`config.mk`:
```
export PLATFORM = sky130hd
export DESIGN_NAME = status_led_color_renderer
export DESIGN_NICKNAME = d
export VERILOG_FILES = /design/src/rtl/slcr_pkg.sv /design/src/rtl/status_led_color_renderer.sv
export SDC_FILE = /design/constraint.sdc
export NUM_CORES = 2
export LEC_CHECK = 0
export BUFFER_PORTS_ARGS = -buffer_cell sky130_fd_sc_hd__buf_2
export CAP_MARGIN = 30
export CORE_MARGIN = 8
export CORE_UTILIZATION = 29
export DETAILED_ROUTE_END_ITERATION = 8
export PLACE_DENSITY = 0.43
export SLEW_MARGIN = 20
export SYNTH_ARGS = -nofsm -noshare
export SYNTH_HDL_FRONTEND = slang
export SYNTH_SLANG_ARGS = --single-unit
```
`constraint.sdc`:
```
create_clock -name clk -period 11.3 [get_ports clk]
set_input_delay 1.695 -clock clk [delete_from_list [all_inputs] [get_ports clk]]
set_output_delay 1.695 -clock clk [all_outputs]
set_load 0.05 [all_outputs]
```
`src/rtl/slcr_pkg.sv`:
```
// shared constants and types of the status led color renderer
`default_nettype none

package slcr_pkg;

	// block geometry
	localparam int LED_COUNT     = 6;
	localparam int STATE_COUNT   = 3;
	localparam int BLINK_HALF_MS = 500;

	// color table geometry, one entry per led and state
	localparam int TABLE_DEPTH = LED_COUNT * STATE_COUNT;
	localparam int TBL_AW      = (TABLE_DEPTH > 1) ? $clog2(TABLE_DEPTH) : 1;

	// brightness percent scaling, division by the percent base via reciprocal
	localparam int PCT_MAX   = 100;
	localparam int PCT_ROUND = 50;
	localparam int PCT_SHIFT = 19;
	localparam int PCT_RECIP = ((2 ** PCT_SHIFT) + PCT_MAX - 1) / PCT_MAX;

	// blink phase, quotient estimate that is low by at most two
	localparam logic [31:0] BLINK_RECIP = 32'(64'hFFFF_FFFF / BLINK_HALF_MS);
	localparam logic [31:0] BLINK_DIV   = 32'(BLINK_HALF_MS);

	localparam logic [7:0] BRIGHT_RESET = 8'd100;
	localparam logic [2:0] LAST_LED     = 3'(LED_COUNT - 1);

	typedef logic [23:0] rgb_t;
	typedef logic [1:0]  led_state_t;

	// color channel being scaled
	typedef enum logic [1:0] {
		CH_GREEN = 2'd0,
		CH_RED   = 2'd1,
		CH_BLUE  = 2'd2
	} chan_t;

	// pick one byte out of an rgb word
	function automatic logic [7:0] rgb_chan(rgb_t c, chan_t ch);
		logic [7:0] v;
		case (ch)
			CH_GREEN: v = c[15:8];
			CH_RED:   v = c[23:16];
			CH_BLUE:  v = c[7:0];
			default:  v = 8'd0;
		endcase
		return v;
	endfunction

endpackage

`default_nettype wire

```
`src/rtl/status_led_color_renderer.sv`:
```
// status led color renderer: color table, blink phase and brightness scaling
//
//  channel    | signals                                  | moves
//  -----------+------------------------------------------+-------------------------------
//  request    | req_valid / req_stall                    | func, now_ms, ledN_state, write
//  response   | rsp_valid / rsp_stall                    | led_index, green, red, blue, last
//  config     | cfg_wr_en / cfg_wr_data                  | brightness
//
// a write request updates the color table as it is taken; a render request runs
// in sequence on the single shared multiplier, lengthened by response stalls:
// two products for the blink phase, up to two correction steps, then two
// products per color channel, 36 for the six leds, one response per led.
// reset clears the color table to black and brightness to 100.
// the block holds req_stall high while a render request is in progress;
// a finished response waits in the output register while a new request is taken.
`default_nettype none

module status_led_color_renderer (
	input  wire logic                  clk,
	input  wire logic                  arst_n,
	// config
	input  wire logic                  cfg_wr_en,
	input  wire logic [7:0]            cfg_wr_data,
	// request
	input  wire logic                  req_valid,
	output logic                       req_stall,
	input  wire logic                  func,
	input  wire logic [31:0]           now_ms,
	input  wire logic [1:0]            led0_state,
	input  wire logic [1:0]            led1_state,
	input  wire logic [1:0]            led2_state,
	input  wire logic [1:0]            led3_state,
	input  wire logic [1:0]            led4_state,
	input  wire logic [1:0]            led5_state,
	input  wire logic [2:0]            write_led,
	input  wire logic [1:0]            write_state,
	input  wire logic [23:0]           write_color,
	// response
	output logic                       rsp_valid,
	input  wire logic                  rsp_stall,
	output logic [2:0]                 led_index,
	output logic [7:0]                 green,
	output logic [7:0]                 red,
	output logic [7:0]                 blue,
	output logic                       last
);

	typedef logic [slcr_pkg::TBL_AW-1:0] tbl_idx_t;

	typedef enum logic [9:0] {
		S_IDLE = 10'b00_0000_0001,
		S_BQ   = 10'b00_0000_0010,
		S_BR   = 10'b00_0000_0100,
		S_BSUB = 10'b00_0000_1000,
		S_BFIX = 10'b00_0001_0000,
		S_LOAD = 10'b00_0010_0000,
		S_SC1  = 10'b00_0100_0000,
		S_SC2  = 10'b00_1000_0000,
		S_SC3  = 10'b01_0000_0000,
		S_EMIT = 10'b10_0000_0000
	} state_t;

	state_t                 state_q;
	logic [7:0]             bright_q;
	logic [31:0]            now_q;
	slcr_pkg::led_state_t   states_q [6];
	slcr_pkg::rgb_t         color_q [slcr_pkg::TABLE_DEPTH];
	logic [2:0]             led_q;
	slcr_pkg::chan_t        ch_q;
	logic                   par_q;
	logic [31:0]            rem_q;
	slcr_pkg::rgb_t         col_q;
	logic [7:0]             res_g_q;
	logic [7:0]             res_r_q;
	logic [7:0]             res_b_q;
	logic [63:0]            prod_q;
	logic                   rsp_valid_q;
	logic [2:0]             rsp_led_q;
	logic [7:0]             rsp_g_q;
	logic [7:0]             rsp_r_q;
	logic [7:0]             rsp_b_q;
	logic                   rsp_last_q;

	logic                   req_fire;
	logic                   wr_ok;
	tbl_idx_t               wr_idx;
	slcr_pkg::led_state_t   st_raw;
	slcr_pkg::led_state_t   st_eff;
	tbl_idx_t               rd_idx;
	logic                   blackout;
	logic [6:0]             bright_c;
	logic [31:0]            mul_a;
	logic [31:0]            mul_b;
	logic [7:0]             scaled;
	logic                   rsp_free;
	logic                   emit_fire;

	// request handshake
	assign req_stall = (state_q != S_IDLE);
	assign req_fire  = req_valid && !req_stall;

	// table write address and range check
	assign wr_ok  = (write_led < 3'(slcr_pkg::LED_COUNT)) &&
	                ({1'b0, write_state} < 3'(slcr_pkg::STATE_COUNT));
	assign wr_idx = tbl_idx_t'(int'(write_led) * slcr_pkg::STATE_COUNT + int'(write_state));

	// table read for the current led, unknown states read the state zero entry
	assign st_raw   = states_q[led_q];
	assign st_eff   = ({1'b0, st_raw} >= 3'(slcr_pkg::STATE_COUNT)) ? '0 : st_raw;
	assign rd_idx   = tbl_idx_t'(int'(led_q) * slcr_pkg::STATE_COUNT + int'(st_eff));
	assign blackout = (led_q == 3'd0) && (st_eff != '0) && par_q;

	// brightness clamped to the percent base
	assign bright_c = (bright_q > 8'(slcr_pkg::PCT_MAX)) ? 7'(slcr_pkg::PCT_MAX) : bright_q[6:0];

	// shared multiplier operand select
	always_comb begin
		mul_a = '0;
		mul_b = '0;
		case (state_q)
			S_BQ: begin
				mul_a = now_q;
				mul_b = slcr_pkg::BLINK_RECIP;
			end
			S_BR: begin
				mul_a = prod_q[63:32];
				mul_b = slcr_pkg::BLINK_DIV;
			end
			S_SC1: begin
				mul_a = {24'd0, slcr_pkg::rgb_chan(col_q, ch_q)};
				mul_b = {25'd0, bright_c};
			end
			S_SC2: begin
				mul_a = {17'd0, prod_q[14:0] + 15'(slcr_pkg::PCT_ROUND)};
				mul_b = 32'(slcr_pkg::PCT_RECIP);
			end
			default: begin
				mul_a = '0;
				mul_b = '0;
			end
		endcase
	end

	// shared multiplier, product registered
	always_ff @(posedge clk) begin
		prod_q <= 64'(mul_a) * 64'(mul_b);
	end

	assign scaled = prod_q[slcr_pkg::PCT_SHIFT +: 8];

	// response register handshake
	assign rsp_free  = !rsp_valid_q || !rsp_stall;
	assign emit_fire = (state_q == S_EMIT) && rsp_free;

	// brightness register
	always_ff @(posedge clk or negedge arst_n) begin
		if (!arst_n) begin
			bright_q <= slcr_pkg::BRIGHT_RESET;
		end else if (cfg_wr_en) begin
			bright_q <= cfg_wr_data;
		end
	end

	// color table, cleared to black
	always_ff @(posedge clk or negedge arst_n) begin
		if (!arst_n) begin
			for (int i = 0; i < slcr_pkg::TABLE_DEPTH; i++) begin
				color_q[i] <= '0;
			end
		end else if (req_fire && !func && wr_ok) begin
			color_q[wr_idx] <= write_color;
		end
	end

	// request payload capture
	always_ff @(posedge clk) begin
		if (req_fire && func) begin
			now_q       <= now_ms;
			states_q[0] <= led0_state;
			states_q[1] <= led1_state;
			states_q[2] <= led2_state;
			states_q[3] <= led3_state;
			states_q[4] <= led4_state;
			states_q[5] <= led5_state;
		end
	end

	// sequencer
	always_ff @(posedge clk or negedge arst_n) begin
		if (!arst_n) begin
			state_q <= S_IDLE;
			led_q   <= '0;
			ch_q    <= slcr_pkg::CH_GREEN;
			par_q   <= 1'b0;
		end else begin
			case (state_q)
				S_IDLE: begin
					if (req_fire && func) begin
						state_q <= S_BQ;
					end
				end
				S_BQ: begin
					state_q <= S_BR;
				end
				S_BR: begin
					par_q   <= prod_q[32];
					state_q <= S_BSUB;
				end
				S_BSUB: begin
					state_q <= S_BFIX;
				end
				S_BFIX: begin
					if (rem_q >= slcr_pkg::BLINK_DIV) begin
						par_q <= ~par_q;
					end else begin
						led_q   <= '0;
						state_q <= S_LOAD;
					end
				end
				S_LOAD: begin
					ch_q    <= slcr_pkg::CH_GREEN;
					state_q <= S_SC1;
				end
				S_SC1: begin
					state_q <= S_SC2;
				end
				S_SC2: begin
					state_q <= S_SC3;
				end
				S_SC3: begin
					case (ch_q)
						slcr_pkg::CH_GREEN: begin
							ch_q    <= slcr_pkg::CH_RED;
							state_q <= S_SC1;
						end
						slcr_pkg::CH_RED: begin
							ch_q    <= slcr_pkg::CH_BLUE;
							state_q <= S_SC1;
						end
						default: begin
							state_q <= S_EMIT;
						end
					endcase
				end
				S_EMIT: begin
					if (rsp_free) begin
						if (led_q == slcr_pkg::LAST_LED) begin
							state_q <= S_IDLE;
						end else begin
							led_q   <= led_q + 3'd1;
							state_q <= S_LOAD;
						end
					end
				end
				default: begin
					state_q <= S_IDLE;
				end
			endcase
		end
	end

	// blink remainder, color word and channel results
	always_ff @(posedge clk) begin
		if (state_q == S_BSUB) begin
			rem_q <= now_q - prod_q[31:0];
		end else if ((state_q == S_BFIX) && (rem_q >= slcr_pkg::BLINK_DIV)) begin
			rem_q <= rem_q - slcr_pkg::BLINK_DIV;
		end
		if (state_q == S_LOAD) begin
			col_q <= blackout ? '0 : color_q[rd_idx];
		end
		if (state_q == S_SC3) begin
			case (ch_q)
				slcr_pkg::CH_GREEN: res_g_q <= scaled;
				slcr_pkg::CH_RED:   res_r_q <= scaled;
				default:            res_b_q <= scaled;
			endcase
		end
	end

	// response valid
	always_ff @(posedge clk or negedge arst_n) begin
		if (!arst_n) begin
			rsp_valid_q <= 1'b0;
		end else if (emit_fire) begin
			rsp_valid_q <= 1'b1;
		end else if (!rsp_stall) begin
			rsp_valid_q <= 1'b0;
		end
	end

	// response payload
	always_ff @(posedge clk) begin
		if (emit_fire) begin
			rsp_led_q  <= led_q;
			rsp_g_q    <= res_g_q;
			rsp_r_q    <= res_r_q;
			rsp_b_q    <= res_b_q;
			rsp_last_q <= (led_q == slcr_pkg::LAST_LED);
		end
	end

	assign rsp_valid = rsp_valid_q;
	assign led_index = rsp_led_q;
	assign green     = rsp_g_q;
	assign red       = rsp_r_q;
	assign blue      = rsp_b_q;
	assign last      = rsp_last_q;

	// a render request starts the blink quotient
	a_render_start: assert property (@(posedge clk) disable iff (!arst_n)
		(req_valid && !req_stall && func) |=> (state_q == S_BQ))
		else $error("render request did not start the sequencer");

	// the quotient estimate is low by at most two
	a_blink_fix: assert property (@(posedge clk) disable iff (!arst_n)
		(state_q == S_BFIX) |-> (rem_q < 32'(3 * slcr_pkg::BLINK_HALF_MS)))
		else $error("blink remainder out of correction range");

	// the scaled channel always fits a byte
	a_scaled_byte: assert property (@(posedge clk) disable iff (!arst_n)
		(state_q == S_SC3) |-> (prod_q[63:slcr_pkg::PCT_SHIFT + 8] == '0))
		else $error("scaled channel overflow");

	// last marks exactly the final led
	a_last_led: assert property (@(posedge clk) disable iff (!arst_n)
		rsp_valid |-> (last == (led_index == slcr_pkg::LAST_LED)))
		else $error("last flag does not match led index");

endmodule

`default_nettype wire
```
==> flow_metrics.py <==
metrics = {
    "run_status": {
        "status": "finished clean",
    },
    "critical_path": {
        "regToRegStartpoint": "state_q[8]$_DFFE_PN0P_",
        "start_kind": "flop",
        "worst-setup-path-type": "reg -> reg",
        "worst-path-max-fanout": 37,
        "end_kind": "flop",
        "crit_top_cell": "fa_1",
        "cpPeakStageDelay_ns": 0.82,
        "rrSetupSlack_ns": 1.41,
        "crit_required_ns": 11.88,
        "cp_slowest_cell": "and3_2",
        "reg2reg_depth": 31,
        "timing.rr.end": "prod_q[49]$_DFF_P_",
        "crit_arrival_ns": 10.47,
    },
    "timing": {
        "hold_viol": 0,
        "setup_viol": 0,
        "max_freq_ghz": 0.1011,
        "setup_tns_ns": 0,
        "slew_viol_final": 0,
        "fin_crit_sh": 0.8755,
        "tightest_slew_ns": 0.9775,
        "rsz0062_at_grt": "no",
        "relSlewSlack": 0.3484,
        "fin_skew_ns": 0.03586,
        "min_period_ns": 9.893,
    },
    "die": {
        "die_y_um": 421.0,
        "ioPinCount": 117,
        "fp.dieW_um": 421.0,
        "core_um2": 162800,
        "rows": 148,
        "dieArea_um2": 177300,
        "initial_core_util": 0.2923,
    },
    "clock_network": {
        "cts_max_level": 3,
        "ctsRootBufferMaster": "clkbuf_16",
        "postCtsHoldBufs": 0,
        "clk_pin_slew_ns": 0.06,
        "clock-sinks": 665,
        "cts_made_buffers": 78,
        "clkLatencyLatePin_ns": 0.69,
        "clk_path_buf_depth": 3,
        "cts_resized": 0,
        "postCtsSetupRepairBufs": 0,
        "cts_tree": "built",
    },
    "detailed_routing": {
        "post-route-drc-count": 0,
        "vias": 29683,
        "via_per_inst": 4.597,
        "finalWirelength_mm": 137.5,
        "ant_nets": 0,
        "drt_iter0_markers": 1472,
        "drt-pass1-iter-count": 5,
        "routedWlPerCell_um": 21.29,
    },
    "logic_synthesis": {
        "yosysWarnings": 0,
        "synthCells": 4082,
        "yosysSeqAreaShare": 0.3600,
        "synth_area_um2": 47570,
        "ys_ff_latch": 665,
        "syn_area_per_cell_um2": 11.65,
        "synth.distinct_cells": 79,
        "synth-edff-count": 152,
        "async_flop_share": 0.6872,
        "synth-main-ff-cell": "dfrtp_1",
    },
    "layout": {
        "final_common_cell": "inv_1",
        "final_util": 0.3291,
        "multi_input_area_um2": 27100,
        "fillers": 16527,
        "drive_gt1_frac": 0.2082,
        "area_growth_syn_to_layout_pct": 12.58,
        "fin_nets": 5030,
        "seq_area_um2": 17130,
        "most-common-layout-cells": "inv_1 (792), dfrtp_1 (453), fa_1 (380)",
    },
    "power": {
        "switching_power_mw": 4.305,
        "power_density_nw_per_um2": 200.2,
        "p_seq_frac": 0.298,
        "irDropWorstVdd_mv": 0.1883,
        "pwr-share-comb": 0.461,
        "leakage_nw": 27.15,
        "internal_power_mw": 6.418,
        "p_sw_frac": 0.4015,
        "clkPwrFrac": 0.242,
    },
    "global_route": {
        "grt-ovfl-total": 0,
        "antenna_found_initial": 11,
        "grt_usage": 0.1535,
        "grt_pass1_vias": 31881,
        "grt_max_degree": 159,
        "grt_first_pass_wirelength_mm": 208.6,
    },
    "flow_run": {
        "cap_violations": 0,
    },
    "hold_path": {
        "hold_end": "green[5]$_DFFE_PP_",
        "worstHoldPathCells": 0,
        "holdCritStartpoint": "res_g_q[5]$_DFFE_PP_",
        "hp-class": "reg -> reg",
    },
    "placement": {
        "dp_hpwl_mm": 100.7,
        "gp_congestion": 0.8395,
        "portBuffers": 116,
    },
}
[synth_stat cells, drive strengths merged (4+ instances only)]
master	count	area share
mux4	122	0.058
nand3	29	0.0031
ha	346	0.091
nor2b	18	0.0024
mux2	440	0.11
or4	4	0.00063
o21ai	85	0.0092
a21oi	148	0.016
o21a	8	0.0013
dfstp	4	0.0022
mux2i	35	0.0074
fa	381	0.16
a21o	46	0.0073
nand3b	4	0.00063
edfxtp	152	0.096
buf	38	0.0049
o211ai	4	0.00063
o21bai	13	0.0021
nand2	238	0.020
nor3	51	0.0058
nand2b	35	0.0046
o22ai	6	0.00079
a211oi	10	0.0016
dfxtp	56	0.024
or3	13	0.0017
or2	5	0.00066
nor2	149	0.012
o31ai	7	0.0011
xor2	43	0.0079
a31oi	15	0.0020
o2111ai	5	0.00092
nand4	19	0.0025
nor3b	4	0.00087
nor4	8	0.0011
inv	792	0.062
and3	17	0.0022
clkbuf	124	0.0098
and2	41	0.0054
xnor2	70	0.013
dfrtp	453	0.24
[cell families after synthesis]
| family | count (synthesis) | share of synthesized area |
|---|---|---|
| buffers and inverters | 955 | 0.07722 |
| adders and majority gates | 727 | 0.2513 |
| DFF | 665 | 0.3600 |
| and+or+nand+nor | 647 | 0.06552 |
| muxes | 597 | 0.1767 |
| AOI/OAI and AO/OA | 376 | 0.04829 |
| xor gates and xnor gates | 113 | 0.02080 |
| other | 2 | 0.0001579 |
[state kept, by name (all words and copies together) (netlist names)]
signal,flops
led_q,3
bright_q,8
blue,8
res_g_q,8
rsp_valid,1
par_q,1
last,1
red,8
states_q,12
led_index,3
prod_q,56
state_q,10
now_q,32
rem_q,32
res_b_q,8
col_q,24
green,8
color_q,432
ch_q,2
res_r_q,8
[worst max-delay path: cells and delay by family, from the launching register on]
kind / cells / cell delay [ns]
adder cells (fa/ha/maj): 8 / 3.68
AND/OR/NAND/NOR: 12 / 3.68
AO/OA/AOI/OAI: 5 / 1.45
flip-flops: 1 / 0.46
buffers and inverters: 5 / 0.25
XOR/XNOR: 1 / 0.22
[cell type report]
type,count,share of cell area
multi-input cells,2518,0.5060
diodes,3,0.0001402
flip-flops and latches,665,0.3198
clock inverters,36,0.007943
inverters,793,0.05557
repair buffers,160,0.01878
clock buffers,107,0.04095
well taps,2175,0.05081
[worst max path at each step]
stage,to,slack [ns],start,cells past startpoint
finish,prod_q[49]$_DFF_P_,1.41,state_q[8]$_DFFE_PN0P_,31
global route,prod_q[49]$_DFF_P_,0.90,state_q[8]$_DFFE_PN0P_,31
CTS,prod_q[49]$_DFF_P_,1.44,state_q[8]$_DFFE_PN0P_,31
detailed placement,prod_q[49]$_DFF_P_,1.51,state_q[8]$_DFFE_PN0P_,31
global placement,prod_q[49]$_DFF_P_,1.61,state_q[3]$_DFFE_PN0P_,31
floorplan,prod_q[49]$_DFF_P_,3.16,state_q[3]$_DFFE_PN0P_,31
[power groups by stage]
| stage | combinational [mW] | clock, mW | sequential [mW] |
|---|---|---|---|
| 2_1_floorplan | 3.47 | 0 | 3.12 |
| 3_3_place_gp | 4.98 | 0 | 3.24 |
| 3_5_place_dp | 4.95 | 0 | 3.24 |
| 4_1_cts | 4.99 | 2.69 | 3.20 |
| 5_1_grt | 5.49 | 2.77 | 3.25 |
| 6_report | 4.94 | 2.59 | 3.19 |
[stage by stage]
step           total power [mW]  hold WS, ns  area (um2)  instances  setup slack [ns]
6_report                  10.72       0.4122       53560       6457             1.407
5_1_grt                   11.50       0.4151       53560       6455            0.8974
4_1_cts                   10.88       0.4133       53530       6453             1.440
3_5_place_dp              8.185       0.4045       50910       6310             1.508
3_3_place_gp              8.217       0.4019       50830       6307             1.609
2_1_floorplan             6.586       0.4003       47780       4138             3.159
[layer usage]
metal / part of all wire / vias up / wire length, um / track usage
met1: 0.46 / 15343 / 62930 / 0.2061
met3: 0.033 / 162 / 4515 / 0.02134
met2: 0.49 / 458 / 67340 / 0.2632
met4: 0.019 / 6 / 2622 / 0.03399
met5: 0.00028 / - / 38 / 0
li1: - / 13714 / - / -
No activity file was read; power rests on OpenSTA's default activity.
